$ cat src/ttbc_pkg.sv
// Shared types, constants and codes for the tap tempo beat clock.
package ttbc_pkg;

  localparam int TAP_DEPTH = 8;
  localparam int FILL_W    = $clog2(TAP_DEPTH + 1);
  localparam int N_W       = $clog2(TAP_DEPTH);
  localparam int SUM_W     = 32 + $clog2(TAP_DEPTH);
  localparam int DIV_W     = SUM_W;
  localparam int DCNT_W    = $clog2(DIV_W);

  localparam logic [31:0] STALE_US      = 32'd4000000;
  localparam logic [31:0] US_PER_MIN    = 32'd60000000;
  localparam logic [31:0] TEMPO_NUM_Q4  = 32'd960000;
  localparam logic [9:0]  US_PER_MS     = 10'd1000;
  localparam logic [7:0]  RST_MIN_TEMPO = 8'd30;
  localparam logic [2:0]  RST_MIN_INTV  = 3'd2;

  localparam logic [1:0] MODE_UPDATE = 2'd0;
  localparam logic [1:0] MODE_TAP    = 2'd1;
  localparam logic [1:0] MODE_SET    = 2'd2;

  localparam logic REG_MIN_TEMPO = 1'b0;
  localparam logic REG_MIN_INTV  = 1'b1;

  localparam logic [1:0] SYM_OFF  = 2'd0;
  localparam logic [1:0] SYM_UP   = 2'd1;
  localparam logic [1:0] SYM_DOWN = 2'd2;

  typedef struct packed {
    logic [1:0]  mode;
    logic [31:0] time_us;
    logic [6:0]  cc_value;
  } ttbc_in_t;

  typedef struct packed {
    logic [1:0]  beat_symbol;
    logic        beat_event;
    logic [11:0] tempo_rounded;
    logic [31:0] beat_interval_us;
    logic [3:0]  taps_held;
    logic [7:0]  controller_readback;
  } ttbc_out_t;

  typedef struct packed {
    logic purge;
    logic push;
    logic sum_start;
  } ttbc_tap_ctl_t;

  typedef struct packed {
    logic              sum_done;
    logic [FILL_W-1:0] fill;
  } ttbc_tap_sts_t;

  typedef struct packed {
    logic busy;
    logic done;
  } ttbc_div_sts_t;

endpackage

$ cat src/ttbc_div.sv
// Bit-serial restoring divider, one quotient bit per cycle.
module ttbc_div (
  input  logic                       clk,
  input  logic                       rst_n,
  input  logic                       start,
  input  logic [ttbc_pkg::DIV_W-1:0] dividend,
  input  logic [ttbc_pkg::DIV_W-1:0] divisor,
  output logic [ttbc_pkg::DIV_W-1:0] quotient,
  output ttbc_pkg::ttbc_div_sts_t    sts
);
  import ttbc_pkg::*;

  logic [DIV_W:0]    rem_r, rem_nxt;
  logic [DIV_W-1:0]  quo_r, quo_nxt;
  logic [DIV_W-1:0]  dvs_r;
  logic [DCNT_W-1:0] cnt_r;
  logic              busy_r, done_r;
  logic [DIV_W:0]    trial;
  logic [DIV_W:0]    shifted;

  // Trial subtract of one shifted-in dividend bit
  always_comb begin
    shifted = {rem_r[DIV_W-1:0], quo_r[DIV_W-1]};
    trial   = shifted - {1'b0, dvs_r};
    if (!trial[DIV_W]) begin
      rem_nxt = trial;
      quo_nxt = {quo_r[DIV_W-2:0], 1'b1};
    end else begin
      rem_nxt = shifted;
      quo_nxt = {quo_r[DIV_W-2:0], 1'b0};
    end
  end

  // Advance control
  always_ff @(posedge clk) begin
    if (!rst_n) begin
      busy_r <= 1'b0;
      done_r <= 1'b0;
      cnt_r  <= '0;
    end else begin
      done_r <= busy_r && !start && (cnt_r == DCNT_W'(DIV_W - 1));
      if (start) begin
        busy_r <= 1'b1;
        cnt_r  <= '0;
      end else if (busy_r) begin
        cnt_r <= cnt_r + 1'b1;
        if (cnt_r == DCNT_W'(DIV_W - 1)) begin
          busy_r <= 1'b0;
        end
      end
    end
  end

  // Shift datapath
  always_ff @(posedge clk) begin
    if (start) begin
      rem_r <= '0;
      quo_r <= dividend;
      dvs_r <= divisor;
    end else if (busy_r) begin
      rem_r <= rem_nxt;
      quo_r <= quo_nxt;
    end
  end

  assign quotient = quo_r;
  assign sts.busy = busy_r;
  assign sts.done = done_r;

endmodule

$ cat src/ttbc_taps.sv
// Tap stamp window with stale purge and a rotating interval summer.
module ttbc_taps (
  input  logic                       clk,
  input  logic                       rst_n,
  input  ttbc_pkg::ttbc_tap_ctl_t    ctl,
  input  logic [31:0]                now,
  output logic [ttbc_pkg::SUM_W-1:0] sum,
  output ttbc_pkg::ttbc_tap_sts_t    sts
);
  import ttbc_pkg::*;

  logic [31:0]       stamp_r [TAP_DEPTH];
  logic [FILL_W-1:0] fill_r;
  logic [SUM_W-1:0]  sum_r;
  logic [N_W-1:0]    rot_cnt_r;
  logic              rot_r, done_r;
  logic              stale;
  logic              full;
  logic [N_W-1:0]    n_int;
  logic [31:0]       diff;

  assign stale = (fill_r != '0) && ((now - stamp_r[0]) >= STALE_US);
  assign full  = (fill_r == FILL_W'(TAP_DEPTH));
  assign n_int = N_W'(fill_r - 1'b1);
  assign diff  = stamp_r[1] - stamp_r[0];

  // Stamp storage: drop, append, rotate
  always_ff @(posedge clk) begin
    if (ctl.purge && stale) begin
      for (int k = 0; k < TAP_DEPTH - 1; k++) stamp_r[k] <= stamp_r[k + 1];
    end else if (ctl.push) begin
      if (full) begin
        for (int k = 0; k < TAP_DEPTH - 1; k++) stamp_r[k] <= stamp_r[k + 1];
        stamp_r[TAP_DEPTH - 1] <= now;
      end else begin
        stamp_r[N_W'(fill_r)] <= now;
      end
    end else if (rot_r) begin
      for (int k = 0; k < TAP_DEPTH - 1; k++) stamp_r[k] <= stamp_r[k + 1];
      stamp_r[TAP_DEPTH - 1] <= stamp_r[0];
    end
  end

  // Fill count and summing sequence
  always_ff @(posedge clk) begin
    if (!rst_n) begin
      fill_r    <= '0;
      rot_r     <= 1'b0;
      done_r    <= 1'b0;
      rot_cnt_r <= '0;
    end else begin
      done_r <= rot_r && !ctl.sum_start && (rot_cnt_r == N_W'(TAP_DEPTH - 1));
      if (ctl.purge && stale) begin
        fill_r <= fill_r - 1'b1;
      end else if (ctl.push && !full) begin
        fill_r <= fill_r + 1'b1;
      end
      if (ctl.sum_start) begin
        rot_r     <= 1'b1;
        rot_cnt_r <= '0;
      end else if (rot_r) begin
        rot_cnt_r <= rot_cnt_r + 1'b1;
        if (rot_cnt_r == N_W'(TAP_DEPTH - 1)) begin
          rot_r <= 1'b0;
        end
      end
    end
  end

  // Accumulate one interval per rotation step
  always_ff @(posedge clk) begin
    if (ctl.sum_start) begin
      sum_r <= '0;
    end else if (rot_r && (rot_cnt_r < n_int)) begin
      sum_r <= sum_r + SUM_W'(diff);
    end
  end

  assign sum          = sum_r;
  assign sts.fill     = fill_r;
  assign sts.sum_done = done_r;

endmodule

$ cat src/tap_tempo_beat_clock.sv
// Throughput: one item at a time, through the bit-serial divider (DIV_W = 35 at a depth
// of 8) and the window rotation. A new item is taken while the last result waits.
// Reset (rst_n, synchronous): registers at 30 and 2, tempo 30 bpm, no taps,
// interval, beat time and phase zero. No clearing pass.
module tap_tempo_beat_clock (
  input  logic                clk,
  input  logic                rst_n,
  input  logic                in_valid,
  output logic                in_stall,
  input  ttbc_pkg::ttbc_in_t  in_data,
  output logic                out_valid,
  input  logic                out_stall,
  output ttbc_pkg::ttbc_out_t out_data,
  input  logic                psel,
  input  logic                penable,
  input  logic                pwrite,
  input  logic [2:0]          paddr,
  input  logic [31:0]         pwdata,
  output logic [31:0]         prdata,
  output logic                pready
);
  import ttbc_pkg::*;

  typedef enum logic [8:0] {
    S_IDLE   = 9'b000000001,
    S_STEP   = 9'b000000010,
    S_PUSH   = 9'b000000100,
    S_SUM    = 9'b000001000,
    S_CHK    = 9'b000010000,
    S_DIV1   = 9'b000100000,
    S_DIV2   = 9'b001000000,
    S_SETDIV = 9'b010000000,
    S_DONE   = 9'b100000000
  } state_t;

  state_t        state_r;
  ttbc_in_t      item_r;
  ttbc_out_t     out_data_r;
  logic          out_valid_r;
  logic [7:0]    min_tempo_r;
  logic [2:0]    min_intv_r;
  logic [15:0]   tempo_q4_r;
  logic [31:0]   interval_r;
  logic [31:0]   last_beat_r;
  logic          phase_r;
  logic          event_r;

  ttbc_tap_ctl_t    tap_ctl;
  ttbc_tap_sts_t    tap_sts;
  logic [SUM_W-1:0] tap_sum;
  logic             div_start;
  logic [DIV_W-1:0] div_dividend, div_divisor, div_quo;
  ttbc_div_sts_t    div_sts;

  logic              in_fire, cfg_wr, tempo_on;
  logic [8:0]        set_t;
  logic [N_W-1:0]    n_int;
  logic              enough;
  logic [DIV_W-1:0]  mean_ms;
  logic [DIV_W+9:0]  mean_us;
  logic [16:0]       round_sum;
  logic [12:0]       round_raw;

  assign pready   = 1'b1;
  assign cfg_wr   = psel && penable && pwrite && pready;
  assign in_stall = (state_r != S_IDLE);
  assign in_fire  = in_valid && !in_stall;
  assign tempo_on = tempo_q4_r > {4'b0, min_tempo_r, 4'b0};
  assign set_t    = {1'b0, min_tempo_r} + {2'b0, item_r.cc_value};
  assign n_int    = N_W'(tap_sts.fill - 1'b1);
  assign enough   = (n_int != '0) && ({3'b0, n_int} >= {{N_W{1'b0}}, min_intv_r});
  assign mean_ms  = div_quo;
  assign mean_us  = mean_ms * US_PER_MS;

  // Register read
  always_comb begin
    unique case (paddr[2])
      REG_MIN_TEMPO: prdata = {24'b0, min_tempo_r};
      REG_MIN_INTV:  prdata = {29'b0, min_intv_r};
      default:       prdata = '0;
    endcase
  end

  // Drive tap window and divider
  always_comb begin
    tap_ctl.purge     = (state_r == S_STEP) &&
                        ((item_r.mode == MODE_UPDATE) || (item_r.mode == MODE_TAP));
    tap_ctl.push      = (state_r == S_PUSH);
    tap_ctl.sum_start = (state_r == S_PUSH);
    div_start         = 1'b0;
    div_dividend      = '0;
    div_divisor       = '0;
    if (state_r == S_STEP && item_r.mode == MODE_SET && set_t != '0) begin
      div_start    = 1'b1;
      div_dividend = DIV_W'(US_PER_MIN) + DIV_W'(set_t >> 1);
      div_divisor  = DIV_W'(set_t);
    end else if (state_r == S_CHK && enough) begin
      div_start    = 1'b1;
      div_dividend = tap_sum;
      div_divisor  = DIV_W'(n_int) * DIV_W'(US_PER_MS);
    end else if (state_r == S_DIV1 && div_sts.done && mean_ms != '0) begin
      div_start    = 1'b1;
      div_dividend = DIV_W'(TEMPO_NUM_Q4) + (mean_ms >> 1);
      div_divisor  = mean_ms;
    end
  end

  // Result fields from state
  assign round_sum = {1'b0, tempo_q4_r} + 17'd8;
  assign round_raw = round_sum[16:4];

  // Sequence one item
  always_ff @(posedge clk) begin
    if (!rst_n) begin
      state_r     <= S_IDLE;
      out_valid_r <= 1'b0;
      min_tempo_r <= RST_MIN_TEMPO;
      min_intv_r  <= RST_MIN_INTV;
      tempo_q4_r  <= {4'b0, RST_MIN_TEMPO, 4'b0};
      interval_r  <= '0;
      last_beat_r <= '0;
      phase_r     <= 1'b0;
      event_r     <= 1'b0;
    end else begin
      if (cfg_wr) begin
        unique case (paddr[2])
          REG_MIN_TEMPO: min_tempo_r <= pwdata[7:0];
          REG_MIN_INTV:  min_intv_r  <= pwdata[2:0];
          default: ;
        endcase
      end
      if (out_valid_r && !out_stall && state_r != S_DONE) out_valid_r <= 1'b0;
      unique case (state_r)
        S_IDLE: begin
          if (in_fire) begin
            item_r  <= in_data;
            event_r <= 1'b0;
            state_r <= S_STEP;
          end
        end
        S_STEP: begin
          state_r <= S_DONE;
          if (item_r.mode == MODE_UPDATE || item_r.mode == MODE_TAP) begin
            if (tempo_on && ((item_r.time_us - last_beat_r) > interval_r)) begin
              phase_r     <= ~phase_r;
              last_beat_r <= last_beat_r + interval_r;
              event_r     <= 1'b1;
            end
            if (item_r.mode == MODE_TAP) state_r <= S_PUSH;
          end else if (item_r.mode == MODE_SET) begin
            tempo_q4_r <= {3'b0, set_t, 4'b0};
            if (set_t == '0) interval_r <= '1;
            else state_r <= S_SETDIV;
          end
        end
        S_PUSH: state_r <= S_SUM;
        S_SUM: if (tap_sts.sum_done) state_r <= S_CHK;
        S_CHK: state_r <= enough ? S_DIV1 : S_DONE;
        S_DIV1: begin
          if (div_sts.done) begin
            if (mean_ms == '0) begin
              tempo_q4_r <= 16'hFFFF;
              interval_r <= '0;
              state_r    <= S_DONE;
            end else begin
              interval_r <= mean_us[31:0];
              state_r    <= S_DIV2;
            end
          end
        end
        S_DIV2: begin
          if (div_sts.done) begin
            tempo_q4_r <= (|div_quo[DIV_W-1:16]) ? 16'hFFFF : div_quo[15:0];
            state_r    <= S_DONE;
          end
        end
        S_SETDIV: begin
          if (div_sts.done) begin
            interval_r <= div_quo[31:0];
            state_r    <= S_DONE;
          end
        end
        S_DONE: begin
          if (!out_valid_r || !out_stall) begin
            out_valid_r                    <= 1'b1;
            out_data_r.beat_symbol         <= tempo_on ? (phase_r ? SYM_DOWN : SYM_UP)
                                                       : SYM_OFF;
            out_data_r.beat_event          <= event_r;
            out_data_r.tempo_rounded       <= round_raw[12] ? 12'hFFF : round_raw[11:0];
            out_data_r.beat_interval_us    <= interval_r;
            out_data_r.taps_held           <= 4'(tap_sts.fill);
            out_data_r.controller_readback <= tempo_q4_r[11:4] - min_tempo_r;
            state_r                        <= S_IDLE;
          end
        end
        default: state_r <= S_IDLE;
      endcase
    end
  end

  assign out_valid = out_valid_r;
  assign out_data  = out_data_r;

  ttbc_taps u_taps (
    .clk   (clk),
    .rst_n (rst_n),
    .ctl   (tap_ctl),
    .now   (item_r.time_us),
    .sum   (tap_sum),
    .sts   (tap_sts)
  );

  ttbc_div u_div (
    .clk      (clk),
    .rst_n    (rst_n),
    .start    (div_start),
    .dividend (div_dividend),
    .divisor  (div_divisor),
    .quotient (div_quo),
    .sts      (div_sts)
  );

`ifndef SYNTHESIS
  a_fill_bound: assert property (@(posedge clk) disable iff (!rst_n)
    tap_sts.fill <= FILL_W'(TAP_DEPTH)) else $error("tap fill over depth");
  a_div_idle_start: assert property (@(posedge clk) disable iff (!rst_n)
    div_start |-> !div_sts.busy) else $error("divider restarted while busy");
  a_accept_leaves_idle: assert property (@(posedge clk) disable iff (!rst_n)
    in_fire |=> state_r == S_STEP) else $error("accepted item not started");
  a_done_only_waiting: assert property (@(posedge clk) disable iff (!rst_n)
    div_sts.done |-> (state_r == S_DIV1 || state_r == S_DIV2 || state_r == S_SETDIV))
    else $error("divider result with no consumer");
`endif

endmodule
$ cat config.mk
export PLATFORM = sky130hd
export DESIGN_NAME = tap_tempo_beat_clock
export DESIGN_NICKNAME = d
export VERILOG_FILES = /design/src/ttbc_pkg.sv /design/src/ttbc_div.sv /design/src/ttbc_taps.sv /design/src/tap_tempo_beat_clock.sv
export SDC_FILE = /design/constraint.sdc
export NUM_CORES = 2
export LEC_CHECK = 0
export BUFFER_PORTS_ARGS = -buffer_cell sky130_fd_sc_hd__buf_2
export CAP_MARGIN = 15
export CORE_AREA = 5 5 308 310
export DETAILED_ROUTE_END_ITERATION = 12
export DIE_AREA = 0 0 313 315
export PLACE_DENSITY = 0.63
export RECOVER_POWER = 50
export SYNTH_ARGS = -nofsm -noshare
export SYNTH_HDL_FRONTEND = slang
export SYNTH_SLANG_ARGS = --single-unit
$ cat constraint.sdc
create_clock -name clk -period 5.67 [get_ports clk]
set_input_delay 0.2835 -clock clk [delete_from_list [all_inputs] [get_ports clk]]
set_output_delay 0.2835 -clock clk [all_outputs]
set_load 0.02 [all_outputs]
Yosys cells after proc, flatten, opt, wreduce, memory -nomap -nowiden
Memory sizes are Yosys's and may differ from the RTL's.
Index checks and enable logic that the tools add are counted.
- flip-flop bits (word level): 360
- bits in latches: 0
- bits in writable memories: 256
- bits in read-only memories: 0
- input port bits: 83
- output and inout port bits: 94
- word-level logic and storage cells: 246
- memories: 1
- $add $sub $neg: 15
- multipliers: 2
- div/mod/pow operators: 0
- $lt $le $gt $ge: 5
- equal/unequal tests: 29
- shifts and indexed selects: 0
- mux-type cells: 88
- bitwise gates (word level): 19
- reductions and logical operators: 56
- memory list (name ; words ; width ; read ports ; clocked after memory_dff ; wr ports ; line ; source):
    u_taps.stamp_r ; 8 ; 32 ; 8 ; 0 ; 8 ; ttbc_taps.sv:12 ; logic [31:0] stamp_r [TAP_DEPTH];
- operator list (kind ; number):
    $mux 32 ; 22
    $mux 35 ; 6
    $mux 9 ; 12
    $mux 16 ; 6
    $pmux 32 s3 ; 1
    $sub 32x32->32 ; 3
    $pmux 9 s8 ; 1
    $pmux 32 s2 ; 1
    $pmux 16 s3 ; 1
    $sub 36x35->36 ; 1
    $add 20x34->35 const A ; 1
    $add 35x32->35 ; 1
    $logic_not 35->1 ; 1
    $mul 35x7->29 const B ; 1
    $reduce_bool 35->1 ; 1
    $add 32x32->32 ; 1
    $ge 32x22->1 const B ; 1
    $gt 32x32->1 ; 1
    $reduce_or 32->1 ; 1
    $mux 1 ; 31
    $add 26x8->27 const A ; 1
    $mux 13 ; 2
    $logic_and 1x1->1 ; 21
    $ne 2x1->1 const B ; 10
    other kinds (50) ; 86

Depth between registers and ports, before layout
An unclocked memory read counts as a cell.
- depth after elaboration: 10
- depth in mapped cells: 28
- mapped depth without buffers: 27

By module
A second synthesis with hierarchy kept.
- cells, all modules: 4087
- area, all modules: 42167.9 um^2
- by module, submodules not included (module ; times used ; cells an instance ; area each (um^2) ; sequential area each (um^2)):
    tap_tempo_beat_clock ; 1 ; 1972 ; 17937.2 ; 5064.9
    ttbc_taps ; 1 ; 1485 ; 17707.0 ; 8568.2
    ttbc_div ; 1 ; 630 ; 6523.8 ; 2962.8

Worst setup path before layout
Ideal clock, no wire load.
- path type: reg-to-reg
- start: register item_r[7] in the netlist's numbering
- end: register last_beat_r[15]
- setup time: 0.128 ns
- arrival time: 5.719 ns
- required time: 5.542 ns
- slack: -0.177 ns
- stages on the path, launching flop included: 26
- path buffers: 2
- clock period less this slack: 5.847 ns
- cell sequence: edfxtp_1 > inv_1 > ha_1 > inv_1 > fa_1 > a21o_1 > a21oi_1 > o21bai_1 > a21oi_1 > o2111a_1 > o21ai_0 > o41ai_1 > a221oi_1 > a41o_1 > nor2_1 > nor3_1 > a211o_1 > ha_1 > a21o_1 > a221oi_1 > o221ai_1 > o311ai_1 > clkbuf_1 > clkbuf_1 > mux2i_1 > nor2_1
- longest elaborated chain between the ends: 4
- ends and longest elaborated chain (what ; line ; source):
    start, declared ; tap_tempo_beat_clock.sv:37 ; ttbc_in_t item_r;
    start signal, assigned ; tap_tempo_beat_clock.sv:136 ; item_r <= in_data;
    $sub 32x32->32 ; tap_tempo_beat_clock.sv:144 ; if (tempo_on && ((item_r.time_us - last_beat_r) > interval_r)) begin
    $gt 32x32->1 ; tap_tempo_beat_clock.sv:144 ;
    $logic_and 1x1->1 ; tap_tempo_beat_clock.sv:144 ;
    $reduce_and 3->1 (no source line) ; -- ;
    end signal, assigned ; tap_tempo_beat_clock.sv:146 ; last_beat_r <= last_beat_r + interval_r;
    end, declared ; tap_tempo_beat_clock.sv:44 ; logic [31:0] last_beat_r;
No other way between the ends.
A chain may end at the register's enable or synchronous reset.

Final worst setup path
- start: register item_r[7] in the netlist's numbering
- end: register last_beat_r[30]
Same word-level chain as after synthesis.

==> reports/metrics.cfg <==
[outcome]
status = completed

[grt]
grt_first_pass_wirelength_mm = 177.8
gr-total-overflow = 0
met1_usage_pct = 31.27
grt_max_degree = 74
grt_pass1_vias = 30049
use_met3_pct = 3.339
grtUsageTotal_pct = 22.97
antenna_found_initial = 5
use_met2_pct = 37.54
top_usage_layer = met2

[placed_design]
dp_slack_ps = 51.70
dp_hpwl_mm = 87.33
numPortBuffers = 125
place_inst = 5285
gp_congestion = 0.9232

[min_path]
whs_path_depth = 4
hold_path.class = input pin to flop
min_to = min_intv_r[1]$_SDFFE_PN1P_
worstHoldStart = pwrite

[synthesis]
synth_edf_count = 426
synth_area_um2 = 40950
synth_ff_type = edfxtp_1
seq_area_frac_synth_pct = 40.53
ys_types = 104
synth_top_area_share_pct = 31.24
avgSynthCellArea_um2 = 10.27
yosys_warnings = 0
synth_top_area_cell = edfxtp_1
synthTopCellsByCount = edfxtp_1 (426), inv_1 (354), ha_1 (336), a21oi_1 (307), nor2_1 (305)
ys_top_cells_by_area = edfxtp_1 (31%), ha_1 (10%), dfxtp_1 (9.3%)
ys_ff_latch = 616
synthCells = 3989
async_flop_share_pct = 0
post-synth-top-count-cell = edfxtp_1

[run]
max_cap_violations = 0

[setup_path]
reg2reg_slack_ps = 190
worstPathRequired_ps = 6220
max_stage_delay_ps = 520
cp-end-kind = flop
r2r_start = item_r[7]$_DFFE_PP_
crit_path_top_delay_cell = o311ai_4
r2r-end = last_beat_r[30]$_SDFFE_PN0P_
reg2reg_depth = 26
critPathMaxFanout = 8
worstSetupStartpointType = flop
crit_type = flop to flop
cp.arrival_ps = 6030

[final_layout]
seqCellArea_um2 = 16600
multiInputGateArea_um2 = 22580
area_delta_synth_final_pct = 14.52
fillers = 8209
fin_util_pct = 51.32
final_cells = 5498
nNetsFinal = 4769
final_layout_size_suffix_gt1_share_pct = 16.54

[routing]
drt_wl_total_mm = 116.4
drt-initial-drc-count = 2977
first_pass_iters = 8
via_count = 31162
drtAntennaViolNets = 0
drc = 0
vias_per_cell = 5.668
post_drt_wl_per_cell_um = 21.18

[clock_tree]
clk_latency_ps = 650
htreeDepth = 3
clock-sinks = 616
cts_buffers = 73
clk_pin_slew_worst_paths_ps = 60
cts_tree = done
cts_root_buffer = clkbuf_16
clk_path_buf_depth = 3

[timing]
layout_setup_ws_ps = 185.4
report.final.slew_viol_count = 0
rsz0062_at_grt = true
finalClockSkew_ps = 47.77
fmax_mhz = 182.3
period_share_pct = 96.73
final_hold_viol_count = 0
slew_headroom_pct = 18.58
hold_ws_ps = 112.5
timing.final.setup_violations = 0
period_needed_ps = 5485
tightest_slew_ps = 1221

[die]
start_util_pct = 44.81
fp.dieH_um = 315
placementRows = 111
die_area_um2 = 98600
die_x_um = 313
coreArea_um2 = 91390
ioPinCount = 177

[power]
power_density_nw_per_um2 = 288.4
irDropWorstVdd_uv = 226.2
leakagePower_nw = 18.97

area by class of cell:
| cell class | count | share of cell area [%] |
|---|---|---|
| clock buffers | 86 | 4.112 |
| repair buffers | 317 | 5.024 |
| multi-input cells | 2883 | 48.14 |
| flip-flops and latches | 616 | 35.39 |
| well taps | 1186 | 3.164 |
| clock inverters | 50 | 1.291 |
| inverters | 358 | 2.866 |
| diodes | 2 | 0.01067 |
layout by cell type, fill, tap and decap left out, drive strengths merged, types with 32 or more instances in the layout:
cell,Yosys,layout
a31oi,34,34
clkinv,2,32
mux2i,55,55
edfxtp,426,426
nand4,32,32
nor3,41,41
nand2b,39,39
inv,356,362
buf,43,254
xor2,81,81
nor2,305,305
and3,32,32
a21oi,308,308
o211ai,34,34
nand3,66,66
fa,101,101
dfxtp,190,190
o21ai,188,188
clkbuf,112,98
mux2,253,253
a21o,109,109
o21a,36,36
nor2b,39,39
a211oi,67,67
nand2,269,269
xnor2,149,149
dlygate4sd3,0,51
ha,336,336
worst max-delay path: cells and delay by family (launching register included):
kind / cells / cell delay (ps)
simple gates: 4 / 280
compound gates: 14 / 3220
buf+inv: 4 / 470
fa+ha+maj: 3 / 840
mux: 1 / 140
flops: 1 / 400
registers in the layout, indices dropped and copies added (netlist names), 3 cells and up:
name and count:
state_r 9, out_data 59, u_taps.sum 35, min_tempo_r 8
u_taps.stamp_r 256, min_intv_r 3, u_div.dvs_r 35, u_div.rem_r 35
u_taps.rot_cnt_r 3, u_div.quotient 35, last_beat_r 32, u_taps.fill_r 4
item_r 41, u_div.cnt_r 6, tempo_q4_r 16, interval_r 32
kinds of logic (layout without fill, tap and decap cells):
logic type	after synthesis	count (layout)	share of synthesized area, %
compound gates	958	958	15.00
buf+inv	513	811	5.173
mux	308	308	8.558
simple gates	925	925	10.60
fa+ha+maj	437	437	15.20
xor+xnor	230	230	4.919
other cells	2	27	0.01834
flops	616	616	40.53
timing repair:
item | in CTS | in global routing
gates cloned | 0 | 2
buffers inserted | 0 | 22
hold endpoints to repair | 55 | 0
endpoints found under the setup margin | 1 | 41
hold buffers | 51 | 0
pin swaps | 0 | 12
resized for setup | 1 | 23
worst max-delay path by stage:
stage / from / end / slack [ps] / cells past startpoint
finish: item_r[7]$_DFFE_PP_ / last_beat_r[30]$_SDFFE_PN0P_ / 190 / 26
floorplan: item_r[7]$_DFFE_PP_ / last_beat_r[15]$_SDFFE_PN0P_ / 120 / 25
global placement: item_r[7]$_DFFE_PP_ / last_beat_r[31]$_SDFFE_PN0P_ / 160 / 26
global route: u_div.quotient[2]$_DFFE_PP_ / interval_r[31]$_SDFFE_PN0P_ / -40 / 22
detailed placement: item_r[7]$_DFFE_PP_ / last_beat_r[31]$_SDFFE_PN0P_ / 50 / 27
CTS: item_r[7]$_DFFE_PP_ / last_beat_r[31]$_SDFFE_PN0P_ / 30 / 27
power by group:
| group | switching [mW] | internal [mW] | leakage (nW) |
|---|---|---|---|
| clock network | 2.05 | 2.86 | 1.21 |
| registers | 0.255 | 4.99 | 5.48 |
| logic | 1.86 | 1.52 | 12.3 |
| total | 4.17 | 9.36 | 19.0 |
per-stage QoR:
stage | instance area [µm²] | total power, mW | TNS (ps)
final | 46900 | 13.53 | 0
after detailed placement | 43560 | 8.610 | 0
after global routing | 46890 | 14.25 | -186.9
after floorplan | 41050 | 7.868 | 0
after CTS | 46610 | 13.57 | 0
after global placement | 43560 | 8.563 | 0
routing by layer:
| layer | wire length (µm) | vias to the layer above |
|---|---|---|
| met5 | 0 | - |
| met4 | 4622 | 0 |
| met3 | 7044 | 210 |
| met2 | 53470 | 988 |
| met1 | 51290 | 15113 |
| li1 | - | 14851 |
Note: power is estimated with default switching activity, not from simulation.
